--- src/sv/tcw_pkg.sv ---
`default_nettype none

package tcw_pkg;

    localparam int MODE_W = 3;
    localparam int CHAR_W = 8;
    localparam int COL_W  = 7;
    localparam int ROW_W  = 5;
    localparam int CNT_W  = 8;
    localparam int POS_W  = 11;
    localparam int CELL_W = 16;
    localparam int ATTR_W = 8;

    localparam int DEF_MAX_COLS = 80;
    localparam int DEF_MAX_ROWS = 25;
    localparam int DEF_DEPTH    = DEF_MAX_COLS * DEF_MAX_ROWS;
    localparam int DEF_ADDR_W   = (DEF_DEPTH > 1) ? $clog2(DEF_DEPTH) : 1;
    localparam int DEF_IDX_W    = $clog2(DEF_DEPTH + 1);

    // APB register file
    localparam int PADDR_W = 4;
    localparam int PDATA_W = 32;
    localparam int REG_IDX_W = PADDR_W - 2;
    localparam logic [REG_IDX_W-1:0] REG_COLUMNS = 2'd0;
    localparam logic [REG_IDX_W-1:0] REG_ROWS    = 2'd1;
    localparam logic [REG_IDX_W-1:0] REG_COLOR   = 2'd2;

    localparam logic [COL_W-1:0]  RST_COLUMNS = 7'd80;
    localparam logic [ROW_W-1:0]  RST_ROWS    = 5'd25;
    localparam logic [ATTR_W-1:0] RST_COLOR   = 8'h0F;

    localparam logic [CHAR_W-1:0] NEWLINE_CODE = 8'h0A;
    localparam logic [CHAR_W-1:0] BLANK_CODE   = 8'h20;

    typedef enum logic [MODE_W-1:0] {
        MODE_PUT_CUR = 3'd0,
        MODE_PUT_AT  = 3'd1,
        MODE_SET_CUR = 3'd2,
        MODE_CLEAR   = 3'd3,
        MODE_SCR_UP  = 3'd4,
        MODE_SCR_DN  = 3'd5,
        MODE_READ    = 3'd6,
        MODE_NOP     = 3'd7
    } t_mode;

    typedef struct packed {
        logic [MODE_W-1:0] mode;
        logic [CHAR_W-1:0] char_code;
        logic [COL_W-1:0]  col;
        logic [ROW_W-1:0]  row;
        logic [CNT_W-1:0]  count;
    } t_req;

    typedef struct packed {
        logic [COL_W-1:0]  cursor_col;
        logic [ROW_W-1:0]  cursor_row;
        logic [POS_W-1:0]  cursor_pos;
        logic [CELL_W-1:0] cell_data;
    } t_rsp;

    // operands of the shared index unit: y = col + columns * row
    typedef struct packed {
        logic [COL_W-1:0] col;
        logic [ROW_W-1:0] row;
    } t_mac_req;

    typedef enum logic [4:0] {
        S_INIT,
        S_IDLE,
        S_DECODE,
        S_PUTC,
        S_PUT1,
        S_RC_ADDR,
        S_RC_RD,
        S_RC_WR,
        S_RD,
        S_RD_CAP,
        S_CLR_START,
        S_CLR,
        S_SCR_START,
        S_SCR_TOT,
        S_SCR_LOAD,
        S_SCR_CHK,
        S_SCR_WR,
        S_FIN,
        S_OUT
    } t_state;

endpackage

`default_nettype wire

--- src/sv/tcw_mac.sv ---
`default_nettype none

module tcw_mac #(
    parameter int IDX_W = tcw_pkg::DEF_IDX_W
) (
    input  logic                       i_clk,
    input  tcw_pkg::t_mac_req          i_req,
    input  logic [tcw_pkg::COL_W-1:0]  i_nc,
    output logic [IDX_W-1:0]           o_y
);
    import tcw_pkg::*;

    logic [COL_W+ROW_W-1:0] prod;
    logic [COL_W+ROW_W:0]   sum;
    logic [IDX_W-1:0]       r_y;

    assign prod = {{ROW_W{1'b0}}, i_nc} * {{COL_W{1'b0}}, i_req.row};
    assign sum  = {1'b0, prod} + {{(ROW_W + 1){1'b0}}, i_req.col};

    always_ff @(posedge i_clk) begin
        r_y <= IDX_W'(sum);
    end

    assign o_y = r_y;

endmodule

`default_nettype wire

--- config.mk ---
export PLATFORM = sky130hd
export DESIGN_NAME = tcw_mac
export DESIGN_NICKNAME = d
export VERILOG_FILES = /design/src/sv/tcw_pkg.sv /design/src/sv/tcw_mac.sv
export SDC_FILE = /design/constraint.sdc
export NUM_CORES = 1
export LEC_CHECK = 0
export BUFFER_PORTS_ARGS = -buffer_cell sky130_fd_sc_hd__buf_2
export CAP_MARGIN = 0
export CORE_MARGIN = 5
export CORE_UTILIZATION = 49
export CTS_CLUSTER_SIZE = 30
export DETAILED_ROUTE_END_ITERATION = 16
export GPL_TIMING_DRIVEN = 0
export PLACE_DENSITY_LB_ADDON = 0.3
export SYNTH_ARGS = -nofsm -noshare
export SYNTH_HDL_FRONTEND = slang
export SYNTH_SLANG_ARGS = --single-unit
export TNS_END_PERCENT = 50
--- constraint.sdc ---
create_clock -name i_clk -period 4.3 [get_ports i_clk]
set_input_delay 1.29 -clock i_clk [delete_from_list [all_inputs] [get_ports i_clk]]
set_output_delay 1.29 -clock i_clk [all_outputs]
set_load 0.02 [all_outputs]
==> key figures <==
STA
  – Worst Max-Slew Pin Slew: about 0.30 ns
  – RSZ-0062 raised after global routing: false
  – Final worst slack: approximately 0.13 ns
  – Rel. slew slack: 80.2%
  – Final period util: 96.9%
  – Maximum clock frequency: between 200 and 250 MHz
  – # setup viols final: 0
  – Hold Vio Cnt, Final: 0
  – Fin crit period: about 4.2 ns
  – Max Slew Vio Count: 0

Power and ir drop
  – Internal power: ~0.00040 W
  – Switching share of power: between 40% and 50%
  – Clk pwr share: 9.5%
  – Comb power frac: between 60% and 70%
  – Peak VDD IR: 0.000385 V
  – Overall power: between 0.0007 and 0.0008 W
  – Flop pwr share: 21.9%
  – Switching pwr: approximately 0.00032 W
  – Leak: roughly 0.87 nW
  – Pwr/cell area: about 430 nW/um2

Final layout
  – Layout Nets: approximately 250
  – N_diodes: 0
  – Area grow syn2layout: 18.0%
  – Filler Cell Count: 244
  – Most common cell after layout, fill and taps aside: inv_1
  – Commonest non-fill, non-tap cells in the layout: inv_1 (31), buf_2 (29), and2_1 (21), fa_1 (21), ha_1 (17)
  – Share of cells above drive strength 1: ~22%
  – Final cell count without fillers: 218
  – Largest register FFs: 11

Worst hold path
  – Worst Hold Depth: 2
  – Worst min-delay path class: input port to flop
  – Min-Delay Startpoint: i_req[5]
  – Worst Hold End: o_y[0]

Logic synthesis
  – Synth warn: 0
  – Sequential-to-total area share from yosys stat: between 15 and 20%
  – Avg Synthesized Cell Area: 9.27 um2
  – Mapped Nets: 213
  – Distinct cells, synth: 23
  – Synth top area share: between 20 and 30%
  – Synth Cell Area: 1420 um2
  – Area leader, netlist: fa_1
  – #FFs+latches synth: 11
  – Syn Inst Count: 153
  – Synth top area cells: fa_1 (30%), ha_1 (17%), dfxtp_1 (16%)

Critical path
  – CP Buf/Inv Count: 3
  – Arr. time, crit path: ~4.3 ns
  – Max stage delay on crit path: between 0.5 and 0.6 ns
  – Delay-heaviest family, CP: adder cells
  – CP max stage cell: fa_1
  – Worst setup path category: input port to flop
  – Critical path, cell by cell: buf_2 > and2_1 > fa_1 > inv_1 > fa_1 > fa_1 > inv_1 > ha_1 > o21ai_1 > nor3_2 > mux2i_1 > or3_1
  – Setup crit end kind: flop
  – Startpoint types: input port
  – Worst Path Max Fanout: 7
  – Most used cell, CP: fa_1
  – Critical Path RT: between 4 and 5 ns
  – Critical Path Source: i_req[1]

Die
  – FP Rows: 19
  – Die width: between 60 and 70 um
  – Die height: roughly 64 um
  – Num ports: 31
  – Core region area: 2760 um2
  – Die ar.: 4070 um2
  – Initial Util: 51.4%

Route
  – Starting DRT DRC Count: 20
  – Detail Route Antenna Nets: 0
  – Detailed Routing Iterations Pass 1: 4
  – Routed WL per cell: around 12 um
  – DR DRC count: 0
  – Via/cell ratio: just over 5
  – WL final: ~2500 um
  – Vias post-DR: around 1100

Placed design
  – Port Buf Inserts: 30
  – Post-DP HPWL: approximately 2200 um
  – Dpl cells: roughly 210
  – Pre-CTS setup slack: -0.240 ns
  – Routability congestion estimate: around 0.8

Run status
  – Status: complete, no violations

CTS
  – CTS tree: yes
  – Total CTS buffers: 3
  – Clock slew seen by the registers of the worst setup and hold paths: about 0.070 ns
  – Clock H-tree levels: 1
  – Root buffer cell: clkbuf_4
  – Clock buffer depth: 2
  – Post-CTS Setup Inserts: 0
  – Clock sinks: 11

Global routing
  – Global-route wire length before repair: about 4500 um
  – Initial antenna violation count: 0
  – Vias in the first global route: 1150
  – GRT overflow: 0
  – Largest net degree at the start of global routing: 8
  – Gr usage total: between 10% and 20%

Flow run
  – Max-capacitance violation count: 0
-- area by class of cell --
type	count	area [um2]	share of cell area [%]
Multi-Input combinational cell	111	1120	66.8
Sequential cell	11	220	13.2
Timing Repair Buffer	30	153	9.12
Inverter	31	116	6.96
Tap cell	31	38.8	2.32
Clock buffer	3	22.5	1.35
Clock inverter	1	5.00	0.299
-- power by group through the flow --
stage	sequential [W]	combinational, W	clock [W]
floorplan	0.000224	0.000289	0
global placement	0.000161	0.000456	0
detailed placement	0.000162	0.000463	0
CTS	0.000160	0.000467	0.0000723
global route	0.000165	0.000564	0.0000788
finish	0.000159	0.000498	0.0000693
-- kinds of logic (layout without fill, tap and decap cells) --
logic type	Yosys count	in the layout	share of synthesized area (%)
flip-flops	11	11	15.5
buffers and inverters	31	65	8.21
AO/OA/AOI/OAI	13	13	5.21
AND/OR/NAND/NOR	47	47	17.6
multiplexers	2	2	1.50
adder cells (fa/ha/maj)	40	40	46.4
XOR/XNOR	9	9	5.56
-- how the worst max path moves through the flow --
stage	end	slack [ns]	depth (start not counted)
floorplan	o_y[9]	0.09	11
global placement	o_y[9]	-0.21	12
detailed placement	o_y[9]	-0.24	12
CTS	o_y[9]	0.05	12
global route	o_y[9]	0.001	12
finish	o_y[9]	0.13	12
-- per-stage QoR --
stage,cell area [um2],hold slack [ns],setup TNS (ns),utilization [%]
after floorplan,1420,1.42,0,-
after global placement,1610,1.51,-0.360,58.3
after detailed placement,1610,1.52,-0.544,58.3
after CTS,1630,1.24,0,59.3
after global routing,1670,1.26,0,60.7
final,1670,1.24,0,60.7
-- per-layer routing --
| layer | vias to the layer above | track usage (%) | share of wire, % |
|---|---|---|---|
| met5 | - | 0 | 0 |
| met4 | 0 | 4.68 | 1.8 |
| met3 | 4 | 2.10 | 5.1 |
| met2 | 26 | 23.5 | 53 |
| met1 | 529 | 16.2 | 40 |
| li1 | 538 | - | - |
-- Yosys cell counts --
master / number
xor2_1: 1
nand3_1: 1
and2_1: 21
dfxtp_1: 11
o21bai_1: 1
a21o_1: 1
or3_1: 1
nor2_1: 4
a31oi_1: 1
mux2_2: 1
mux2i_1: 1
inv_1: 31
a211oi_1: 1
fa_1: 21
o21ai_1: 1
nand4b_1: 1
a21oi_1: 7
nor3_2: 1
o21ai_0: 1
nand2_1: 16
xnor2_1: 8
nand2b_1: 2
ha_1: 19
-- what timing repair did --
item,in CTS,in global routing
hold endpoints to repair,0,0
hold buffers,0,0
setup endpoints to repair,0,2
gates resized for setup,0,8
Note: power is estimated with default switching activity, not from simulation.
